--- src/rtl/core/slt_pkg.sv ---
`timescale 1ns / 1ps
`default_nettype none
// ----------------------------------------------------------------------------
// slt_pkg
// Shared types and codes for the sorted list table: operation kinds,
// status codes and field widths.
// ----------------------------------------------------------------------------
package slt_pkg;

  localparam int DATA_W   = 32;
  localparam int KIND_W   = 2;
  localparam int STATUS_W = 2;
  localparam int COUNT_W  = 5;

  // operation carried by one input item
  typedef enum logic [KIND_W-1:0] {
    KIND_INSERT    = 2'd0,
    KIND_DEL_VALUE = 2'd1,
    KIND_DEL_MIN   = 2'd2,
    KIND_DEL_MAX   = 2'd3
  } kind_t;

  // status returned with each result item
  typedef enum logic [STATUS_W-1:0] {
    ST_OK       = 2'd0,
    ST_FULL     = 2'd1,
    ST_EMPTY    = 2'd2,
    ST_NOTFOUND = 2'd3
  } status_t;

endpackage
`default_nettype wire

--- src/rtl/core/slt_ram.sv ---
`timescale 1ns / 1ps
`default_nettype none
// ----------------------------------------------------------------------------
// slt_ram
// Generic simple dual-port RAM: one write port, one read port with
// registered read data.
// ----------------------------------------------------------------------------
module slt_ram #(
  parameter int WIDTH = 32,
  parameter int DEPTH = 16
) (
  input  wire logic                     clk,
  input  wire logic                     we,
  input  wire logic [$clog2(DEPTH)-1:0] waddr,
  input  wire logic [WIDTH-1:0]         wdata,
  input  wire logic [$clog2(DEPTH)-1:0] raddr,
  output logic      [WIDTH-1:0]         rdata
);

  logic [WIDTH-1:0] mem [DEPTH];

  // write port and registered read port
  always_ff @(posedge clk) begin
    if (we) begin
      mem[waddr] <= wdata;
    end
    rdata <= mem[raddr];
  end

endmodule
`default_nettype wire

--- src/rtl/core/sorted_list_table_unit.sv ---
`timescale 1ns / 1ps
`default_nettype none
// ----------------------------------------------------------------------------
// sorted_list_table_unit
// Keeps up to DEPTH signed 32-bit values in ascending order in one RAM and
// runs insert, delete-by-value, delete-smallest and delete-largest items.
// ----------------------------------------------------------------------------
// One item is handled at a time. The entries live in a RAM with one write
// and one registered read port; each operation streams through the RAM one
// entry per cycle, reading an entry and writing the shifted entry back in
// the same pass. An insert walks down from the top of the list; a delete
// walks up from the bottom to the top, except delete-largest, which reads
// only the top entry. A full insert or a delete on an empty list reads
// nothing and goes straight to the result. The unit is back in idle when
// the result appears and can take the next item while that result is
// shown. A new item is taken while the previous result still waits in
// the output register. No clearing pass is needed after reset.
// ----------------------------------------------------------------------------
module sorted_list_table_unit #(
  parameter int DEPTH = 16
) (
  input  wire logic                          clk,
  input  wire logic                          rst_n,
  // operation items
  input  wire logic                          in_valid,
  output logic                               in_ready,
  input  wire logic [slt_pkg::KIND_W-1:0]    in_kind,
  input  wire logic signed [slt_pkg::DATA_W-1:0] in_operand_value,
  // result items
  output logic                               out_valid,
  input  wire logic                          out_ready,
  output logic [slt_pkg::STATUS_W-1:0]       out_status,
  output logic signed [slt_pkg::DATA_W-1:0]  out_removed_value,
  output logic [slt_pkg::COUNT_W-1:0]        out_entry_count
);

  localparam int AW = $clog2(DEPTH);
  localparam int CW = $clog2(DEPTH + 1);

  typedef enum logic [1:0] {
    S_IDLE,
    S_SCAN,
    S_FIN,
    S_RESP
  } state_t;

  state_t                         state_r, state_nxt;
  slt_pkg::kind_t                 kind_r, kind_nxt;
  logic signed [slt_pkg::DATA_W-1:0] val_r, val_nxt;
  logic [CW-1:0]                  count_r, count_nxt;
  logic [AW-1:0]                  last_r, last_nxt;
  logic [AW-1:0]                  ptr_r, ptr_nxt;
  logic                           iss_r, iss_nxt;
  logic                           dv_r, dv_nxt;
  logic [AW-1:0]                  idx_r, idx_nxt;
  logic                           found_r, found_nxt;
  logic [slt_pkg::DATA_W-1:0]     removed_r, removed_nxt;
  slt_pkg::status_t               status_r, status_nxt;
  logic                           out_valid_r, out_valid_nxt;
  slt_pkg::status_t               out_status_r, out_status_nxt;
  logic [slt_pkg::DATA_W-1:0]     out_removed_r, out_removed_nxt;
  logic [slt_pkg::COUNT_W-1:0]    out_count_r, out_count_nxt;

  logic                           ram_we;
  logic [AW-1:0]                  ram_waddr;
  logic [slt_pkg::DATA_W-1:0]     ram_wdata;
  logic [slt_pkg::DATA_W-1:0]     ram_rdata;

  logic                           in_acc;
  logic [AW-1:0]                  top_idx;
  logic                           shift;
  logic                           match;

  slt_ram #(
    .WIDTH (slt_pkg::DATA_W),
    .DEPTH (DEPTH)
  ) u_ram (
    .clk   (clk),
    .we    (ram_we),
    .waddr (ram_waddr),
    .wdata (ram_wdata),
    .raddr (ptr_r),
    .rdata (ram_rdata)
  );

  assign in_ready = (state_r == S_IDLE);
  assign in_acc   = in_valid && in_ready;
  assign top_idx  = AW'(count_r - CW'(1));

  // insert: entry moves up while it belongs above the new value;
  // at the bottom the new value goes in front of an equal smallest entry
  assign shift = (idx_r == '0) ? (val_r <= $signed(ram_rdata))
                               : ($signed(ram_rdata) > val_r);
  assign match = (kind_r == slt_pkg::KIND_DEL_VALUE) ?
                 (ram_rdata == val_r) : 1'b1;

  // operation sequencer
  always_comb begin
    state_nxt       = state_r;
    kind_nxt        = kind_r;
    val_nxt         = val_r;
    count_nxt       = count_r;
    last_nxt        = last_r;
    ptr_nxt         = ptr_r;
    iss_nxt         = iss_r;
    dv_nxt          = 1'b0;
    idx_nxt         = idx_r;
    found_nxt       = found_r;
    removed_nxt     = removed_r;
    status_nxt      = status_r;
    out_valid_nxt   = out_valid_r && !out_ready;
    out_status_nxt  = out_status_r;
    out_removed_nxt = out_removed_r;
    out_count_nxt   = out_count_r;
    ram_we          = 1'b0;
    ram_waddr       = idx_r;
    ram_wdata       = ram_rdata;

    case (state_r)
      S_IDLE: begin
        if (in_acc) begin
          kind_nxt    = slt_pkg::kind_t'(in_kind);
          val_nxt     = in_operand_value;
          found_nxt   = 1'b0;
          removed_nxt = '0;
          status_nxt  = slt_pkg::ST_OK;
          iss_nxt     = 1'b1;
          last_nxt    = top_idx;
          if (slt_pkg::kind_t'(in_kind) == slt_pkg::KIND_INSERT) begin
            ptr_nxt = top_idx;
            if (count_r == CW'(DEPTH)) begin
              status_nxt = slt_pkg::ST_FULL;
              state_nxt  = S_RESP;
            end else if (count_r == '0) begin
              state_nxt = S_FIN;
            end else begin
              state_nxt = S_SCAN;
            end
          end else begin
            ptr_nxt = (slt_pkg::kind_t'(in_kind) == slt_pkg::KIND_DEL_MAX) ?
                      top_idx : '0;
            if (count_r == '0) begin
              status_nxt = slt_pkg::ST_EMPTY;
              state_nxt  = S_RESP;
            end else begin
              state_nxt = S_SCAN;
            end
          end
        end
      end

      S_SCAN: begin
        // issue the next read
        if (iss_r) begin
          dv_nxt  = 1'b1;
          idx_nxt = ptr_r;
          if (kind_r == slt_pkg::KIND_INSERT) begin
            if (ptr_r == '0) begin
              iss_nxt = 1'b0;
            end else begin
              ptr_nxt = ptr_r - AW'(1);
            end
          end else begin
            if (ptr_r == last_r) begin
              iss_nxt = 1'b0;
            end else begin
              ptr_nxt = ptr_r + AW'(1);
            end
          end
        end
        // handle the entry read last cycle
        if (dv_r) begin
          if (kind_r == slt_pkg::KIND_INSERT) begin
            ram_we    = 1'b1;
            ram_waddr = idx_r + AW'(1);
            ram_wdata = shift ? ram_rdata : val_r;
            if (!shift) begin
              state_nxt = S_RESP;
            end else if (idx_r == '0) begin
              state_nxt = S_FIN;
            end
          end else begin
            if (found_r) begin
              ram_we    = 1'b1;
              ram_waddr = idx_r - AW'(1);
              ram_wdata = ram_rdata;
            end else if (match) begin
              found_nxt   = 1'b1;
              removed_nxt = ram_rdata;
            end
            if (idx_r == last_r) begin
              state_nxt  = S_RESP;
              status_nxt = (found_r || match) ? slt_pkg::ST_OK
                                              : slt_pkg::ST_NOTFOUND;
            end
          end
        end
        if (state_nxt != S_SCAN) begin
          iss_nxt = 1'b0;
          dv_nxt  = 1'b0;
        end
      end

      S_FIN: begin
        // new value lands at the bottom of the list
        ram_we    = 1'b1;
        ram_waddr = '0;
        ram_wdata = val_r;
        state_nxt = S_RESP;
      end

      S_RESP: begin
        if (!out_valid_r || out_ready) begin
          if (status_r == slt_pkg::ST_OK) begin
            if (kind_r == slt_pkg::KIND_INSERT) begin
              count_nxt = count_r + CW'(1);
            end else begin
              count_nxt = count_r - CW'(1);
            end
          end
          out_valid_nxt   = 1'b1;
          out_status_nxt  = status_r;
          out_removed_nxt = removed_r;
          out_count_nxt   = slt_pkg::COUNT_W'(count_nxt);
          state_nxt       = S_IDLE;
        end
      end

      default: begin
        state_nxt = S_IDLE;
      end
    endcase
  end

  // state and registered outputs
  always_ff @(posedge clk) begin
    if (!rst_n) begin
      state_r     <= S_IDLE;
      count_r     <= '0;
      iss_r       <= 1'b0;
      dv_r        <= 1'b0;
      out_valid_r <= 1'b0;
    end else begin
      state_r     <= state_nxt;
      count_r     <= count_nxt;
      iss_r       <= iss_nxt;
      dv_r        <= dv_nxt;
      out_valid_r <= out_valid_nxt;
    end
    kind_r        <= kind_nxt;
    val_r         <= val_nxt;
    last_r        <= last_nxt;
    ptr_r         <= ptr_nxt;
    idx_r         <= idx_nxt;
    found_r       <= found_nxt;
    removed_r     <= removed_nxt;
    status_r      <= status_nxt;
    out_status_r  <= out_status_nxt;
    out_removed_r <= out_removed_nxt;
    out_count_r   <= out_count_nxt;
  end

  assign out_valid         = out_valid_r;
  assign out_status        = out_status_r;
  assign out_removed_value = out_removed_r;
  assign out_entry_count   = out_count_r;

`ifndef ASSERT_OFF
  // entry count stays within the table
  a_count_range: assert property (@(posedge clk) disable iff (!rst_n)
    count_r <= CW'(DEPTH))
    else $error("entry count exceeds table depth");

  // the RAM is written only while an item is in progress
  a_write_busy: assert property (@(posedge clk) disable iff (!rst_n)
    ram_we |-> (state_r == S_SCAN || state_r == S_FIN))
    else $error("RAM write outside an operation");

  // an accepted item always starts work
  a_accept_busy: assert property (@(posedge clk) disable iff (!rst_n)
    in_acc |=> state_r != S_IDLE)
    else $error("accepted item did not start");

  // a failed operation removes nothing
  a_fail_zero: assert property (@(posedge clk) disable iff (!rst_n)
    (out_valid && out_status != slt_pkg::ST_OK) |-> out_removed_value == '0)
    else $error("failed operation reports a removed value");

  // full status only with a full table
  a_full_count: assert property (@(posedge clk) disable iff (!rst_n)
    (out_valid && out_status == slt_pkg::ST_FULL) |->
    out_entry_count == slt_pkg::COUNT_W'(DEPTH))
    else $error("full status with table not full");
`endif

endmodule
`default_nettype wire

--- config.mk ---
export PLATFORM = sky130hd
export DESIGN_NAME = sorted_list_table_unit
export DESIGN_NICKNAME = d
export VERILOG_FILES = /design/src/rtl/core/slt_pkg.sv /design/src/rtl/core/slt_ram.sv /design/src/rtl/core/sorted_list_table_unit.sv
export SDC_FILE = /design/constraint.sdc
export NUM_CORES = 1
export LEC_CHECK = 0
export BUFFER_PORTS_ARGS = -buffer_cell sky130_fd_sc_hd__buf_2
export CAP_MARGIN = 10
export CORE_ASPECT_RATIO = 1.25
export CORE_MARGIN = 10
export CORE_UTILIZATION = 32
export DETAILED_ROUTE_END_ITERATION = 10
export GPL_TIMING_DRIVEN = 0
export PLACE_DENSITY = 0.5
export SYNTH_ARGS = -nofsm -noshare
export SYNTH_HDL_FRONTEND = slang
export SYNTH_SLANG_ARGS = --single-unit
--- constraint.sdc ---
create_clock -name clk -period 3.8 [get_ports clk]
set_input_delay 0.57 -clock clk [delete_from_list [all_inputs] [get_ports clk]]
set_output_delay 0.57 -clock clk [all_outputs]
set_load 0.01 [all_outputs]
# After elaboration in Yosys (flattened, before gate mapping)
# Memory sizes are Yosys's and may differ from the RTL's. A register that Yosys moved wholly into a read port is not among the register bits.
# Index checks and enable logic that the tools add are counted.
dict set report op_classes {
  addsub 6
  mul 0
  div_mod_pow 0
  n_lt_le_gt_ge 2
  eq_ne 20
  shifts 0
  n_mux 70
  bitwise_logic 2
  reduce_logical 24
}
# operator count
set ops {}
lappend ops {{two-way mux 32 bit} 8}
lappend ops {{case mux 32 bit (2 select lines)} 2}
lappend ops {{two-way mux 4 bit} 10}
lappend ops {{two-way mux 2 bit} 19}
lappend ops {{== test 32 bit} 1}
lappend ops {{> comparator 32 bit} 1}
lappend ops {{less-or-equal comparator 32 bit} 1}
lappend ops {{two-way mux 1 bit} 22}
lappend ops {{case mux 4 bit (2 select lines)} 2}
lappend ops {{inequality test 2 bit (second input constant)} 7}
lappend ops {{two-way mux 5 bit} 2}
lappend ops {{AND reduction 2 bit} 5}
lappend ops {{AND reduction 5 bit} 2}
lappend ops {{adder 4 x 1 -> 4 bit (second input constant)} 2}
lappend ops {{== test 4 bit} 2}
lappend ops {{zero test 2 bit} 4}
lappend ops {{zero test 4 bit} 2}
lappend ops {{case mux 2 bit (4 select lines)} 1}
lappend ops {{subtractor 4 x 1 -> 4 bit (second input constant)} 2}
lappend ops {{== test 2 bit (second input constant)} 3}
lappend ops {{inequality test 3 bit (second input constant)} 2}
lappend ops {{case mux 1 bit (2 select lines)} 3}
lappend ops {{AND reduction 6 bit} 1}
lappend ops {{adder 5 x 1 -> 5 bit (second input constant)} 1}
lappend ops {{other kinds (13)} 19}
dict set report word_totals {
  ff_bits 130
  latchBits 0
  ramBits 512
  romBits 0
  out_inout_bits 41
  wordCells 141
  mem_count 1
}
# memory depth word_bits read_ports rd_clocked_by_memory_dff write_ports line_no
set memory_table {}
lappend memory_table {u_ram.mem 16 32 1 1 1 slt_ram.sv:20} ;# logic [WIDTH-1:0] mem [DEPTH];

# Depth between registers and ports, before layout
dict set report logic_depth {
  depth_word 9
  mapped_depth 11
  depth_no_buf 9
}

# By module
# From an unflattened synthesis, not the netlist that was laid out.
dict set report unflattened {
  hier_cells 1392
  area_unflattened_um2 26309.0
}
# mod instances cells_each area_each_um2
set by_module_without_submodules {}
lappend by_module_without_submodules {slt_ram 1 838 19835.3}
lappend by_module_without_submodules {sorted_list_table_unit 1 554 6473.7}

# Worst setup path before layout
# No wires, ideal clock.
dict set report synth_timing {
  path_type {flip-flop to flip-flop}
  start {register state_r[0]}
  end {memory u_ram.mem[0][0] (enable)}
  setup_time_ps 421
  t_arrival_ps 3566
  setup_slack_ps -187
  path_stages_with_launch 12
  period_less_slack_ps 3987
  path_cell_list {dfxtp_1 -> inv_1 -> ha_1 -> clkbuf_1 -> and2_1 -> clkbuf_1 -> o21ai_0 -> a21oi_1 -> xnor2_1 -> nor2_1 -> or2_2 -> nor2_1}
}
dict set report synth_via {
  elab_chain_cells 4
}
# item line_no
set synth_lines {}
lappend synth_lines {{from (decl)} sorted_list_table_unit.sv:47} ;# state_t state_r, state_nxt;
lappend synth_lines {{from (signal assigned)} sorted_list_table_unit.sv:244} ;# state_r <= state_nxt;
lappend synth_lines {{== test 2 bit / == test 2 x 1 -> 1 bit (equally long branches)} sorted_list_table_unit.sv:119} ;# case (state_r)
lappend synth_lines {{case mux 1 bit (2 select lines)} sorted_list_table_unit.sv:119}
lappend synth_lines {{two-way mux 1 bit} slt_ram.sv:24} ;# if (we) begin
lappend synth_lines {{two-way mux 1 bit (not written as such)} slt_ram.sv:25} ;# mem[waddr] <= wdata;
lappend synth_lines {{to (decl)} slt_ram.sv:20}
# Several ways; a longest one is shown, not always the timed one.

# Worst setup path in the final report
dict set report layout_timing {
  start {register val_r[1] in the netlist's numbering}
  end {memory u_ram.mem[15][11] (data pin)}
}
dict set report layout_via {
  elab_chain_cells 6
}
# item line_no
set layout_lines {}
lappend layout_lines {{from (decl)} sorted_list_table_unit.sv:49} ;# logic signed [slt_pkg::DATA_W-1:0] val_r, val_nxt;
lappend layout_lines {{from (signal assigned)} sorted_list_table_unit.sv:251} ;# val_r <= val_nxt;
lappend layout_lines {{> comparator 32 bit / less-or-equal comparator 32 bit (equally long branches)} {sorted_list_table_unit.sv:93, sorted_list_table_unit.sv:92}}
lappend layout_lines {{two-way mux 1 bit *} sorted_list_table_unit.sv:92} ;# assign shift = (idx_r == '0) ? (val_r <= $signed(ram_rdata))
lappend layout_lines {{two-way mux 32 bit *} sorted_list_table_unit.sv:176} ;# ram_wdata = shift ? ram_rdata : val_r;
lappend layout_lines {{two-way mux 32 bit *} sorted_list_table_unit.sv:173} ;# if (kind_r == slt_pkg::KIND_INSERT) begin
lappend layout_lines {{two-way mux 32 bit *} sorted_list_table_unit.sv:172} ;# if (dv_r) begin
lappend layout_lines {{case mux 32 bit (2 select lines) *} sorted_list_table_unit.sv:119}
lappend layout_lines {{via ram_wdata, one bit} sorted_list_table_unit.sv:66} ;# logic [slt_pkg::DATA_W-1:0] ram_wdata;
# Mark *: on every way through the listed nets, which the timed path passes. The rest lies on a longest branch.

==> results.py <==
metrics = {
    "pwr": {
        "switchingPower_mw": 8.114,
        "pwr-share-clk_pct": 26.1,
        "p_sw_share_pct": 32.02,
        "p_seq_share_pct": 43.3,
        "vdd_drop_max_mv": 0.3242,
        "p_leak_nw": 10.35,
        "powerDensity_mw_per_mm2": 806.9,
        "p_int_mw": 17.22,
        "finalPower_mw": 25.34,
        "combPwrFrac_pct": 30.5,
    },
    "timing": {
        "setup_ws_ns": 0.07607,
        "finalSetupTns_ns": 0,
        "slew_viol_final": 0,
        "hold_violations": 0,
        "setup_viol_count_final": 0,
        "min_period_ns": 3.724,
        "slew_headroom_pct": 25.41,
        "tightest_slew_ns": 1.119,
        "rsz0062_at_grt": "true",
        "fmax_mhz": 268.5,
        "hold_slack_ns": 0.1255,
        "timing.final.crit_share_pct": 98.00,
        "fin_skew_ns": 0.02400,
    },
    "routing": {
        "num_vias": 13423,
        "wl_per_cell_um": 27.89,
        "viasPerCell": 5.143,
        "routed_wl_mm": 72.80,
        "drc": 0,
        "drt_iter0_markers": 1114,
        "ant_nets": 0,
        "dr.pass1.iters": 5,
    },
    "critical_path": {
        "cpPeakStageDelay_ns": 0.61,
        "cp.arrival_ns": 4.06,
        "path_class": "reg2reg",
        "path_buf_inv": 2,
        "path_cells": "inv_1 > ha_1 > nor2b_1 > o211ai_1 > a2111oi_0 > or4b_4 > a31oi_4 > a41o_4 > buf_6 > a32o_1",
        "cp_top_family": "compound AO/OA/AOI/OAI gates",
        "cp.required_ns": 4.13,
        "worstSetupStartpointType": "register",
        "end_kind": "register",
        "path_max_fanout": 16,
        "cp_slowest_cell": "or4b_4",
    },
    "job": {
        "max-cap-violations": 0,
    },
    "floorplan": {
        "fp.dieArea_mm2": 0.09447,
        "pin_count": 79,
        "rows": 117,
        "die_h_um": 341.2,
        "initial_core_util_pct": 32.32,
        "die_w_um": 276.9,
        "core_area_mm2": 0.08169,
    },
    "cells_and_area": {
        "regArea_mm2": 0.01982,
        "drive_gt1_share_pct": 29.19,
        "area_growth_pct": 18.92,
        "multi_input_area_mm2": 0.006276,
        "final_util_pct": 38.44,
        "n_fill_cell": 7403,
        "nets": 1571,
    },
    "yosys": {
        "synth_top_cells_by_area": "edfxtp_1 72%, mux4_2 14%, dfxtp_1 3.2%",
        "synth_edf_count": 632,
        "synth_ff_type": "edfxtp_1",
        "synth_nets": 1367,
        "synth.distinct_cells": 52,
        "async_flop_share_pct": 0,
        "synth_most_common_cell": "edfxtp_1",
        "synth_top_area_share_pct": 71.88,
        "synthCells": 1285,
        "netlist_top_cells_count": "632 x edfxtp_1, 160 x mux4_2, 48 x inv_1",
        "yosysWarningCount": 0,
        "synth_area_mm2": 0.02640,
        "avgSynthCellArea_um2": 20.55,
        "ys_seq_elements": 674,
        "ys_seq_area_share_pct": 75.06,
        "synth.largest_area_cell": "edfxtp_1",
    },
    "run_status": {
        "status": "finished clean",
    },
    "clock_tree": {
        "cts_tree": "yes",
        "cts_made_buffers": 69,
        "clockBufferDepth": 3,
        "postCtsHoldBufs": 0,
        "numClockSinks": 674,
        "h-tree-depth": 3,
        "clock_latency_ns": 0.62,
        "clk_pin_slew_worst_paths_ns": 0.06,
        "cts-root-buf": "clkbuf_16",
    },
    "global_routing": {
        "grt_pass1_vias": 13985,
        "grt_pass1_wl_mm": 103.4,
        "use_met2_pct": 26.22,
        "globalRouteOverflowTotal": 0,
        "use_met1_pct": 19.11,
        "grt_usage_pct": 15.23,
        "antenna_found_initial": 0,
        "grt_use_met3_pct": 2.506,
        "grt_max_degree": 45,
        "gr-max-usage-layer": "met2",
    },
    "placed_design": {
        "portBuffers": 78,
        "dp.final_hpwl_mm": 46.53,
        "post-place-ws_ns": -0.4443,
        "place.gp.congestion": 0.7830,
    },
    "worst_hold_path": {
        "worstHoldPathType": "in2reg",
    },
}
-- path summary, 6_finish.rpt --
check | from | endpoint | slack [ns] | cells past startpoint
setup / recovery | val_r[1] | u_ram.mem[15][11] | 0.08 | 10
hold / removal | in_operand_value[9] | val_r[9] | 0.13 | 1
hold reg to reg | removed_r[26] | out_removed_value[26] | 0.42 | 0
setup reg to reg | val_r[1] | u_ram.mem[15][11] | 0.08 | 10
-- cell type report --
type / instances / share of cell area (%)
Clock inverter: 27 / 0.8169
Antenna cell: 1 / 0.007970
Clock buffer: 93 / 6.081
Buffer: 61 / 0.9285
Inverter: 48 / 0.5738
Tap cell: 1071 / 4.268
Sequential cell: 674 / 63.12
Multi-Input combinational cell: 501 / 19.99
Timing Repair Buffer: 134 / 4.216
-- layout by cell type, fill, tap and decap left out, types with 17 or more instances in the layout --
cell / n
inv_1: 48
mux4_2: 160
ha_1: 43
and2_1: 38
clkbuf_16: 71
nor2_1: 17
buf_12: 32
clkbuf_1: 50
buf_2: 88
edfxtp_1: 632
a32o_2: 19
a21oi_1: 18
dfxtp_1: 42
nand2_1: 33
-- layer usage --
metal	share of wire, %	wire length [um]	vias to the layer above
met3	5.4	3943	105
li1	-	-	5678
met4	2.9	2139	0
met1	41	30030	7197
met5	0	0	-
met2	50	36690	443
-- state kept, by name, indices dropped and copies added (netlist names) --
register           cells
u_ram.mem            512
u_ram.rdata           32
out_removed_value     32
removed_r             32
found_r                1
idx_r                  4
dv_r                   1
out_status             2
ptr_r                  4
status_r               2
out_valid              1
val_r                 32
kind_r                 2
last_r                 4
state_r                2
count_r                5
iss_r                  1
out_entry_count        5
-- power groups by stage --
stage          sequential, mW  clock (mW)  combinational [mW]
2_1_floorplan            10.9           0                4.77
3_3_place_gp             11.2           0                7.33
3_5_place_dp             11.2           0                7.70
4_1_cts                  11.0        6.79                7.76
5_1_grt                  11.0        7.06                8.35
6_report                 11.0        6.62                7.74
-- cell families (layout without fill, tap and decap cells) --
group	after synthesis	after routing	share of synthesized area, %
compound gates	108	108	3.265
xor+xnor	23	23	0.7630
fa+ha+maj	44	44	2.113
buf+inv	110	363	1.782
flops	674	674	75.06
mux	163	163	13.76
other cells	0	1	0
simple gates	163	163	3.255
-- through the flow --
stage / instances / instance area, um^2
detailed placement: 2458 / 28750
global placement: 2434 / 28140
finish: 2610 / 31400
floorplan: 1285 / 26410
CTS: 2606 / 31310
global route: 2609 / 31400
-- timing repair --
action,CTS,global route
endpoints found under the setup margin,970,535
gates resized for setup,1,22
setup buffers,28,0
pin swaps,16,0
Note: power is estimated with default switching activity, not from simulation.
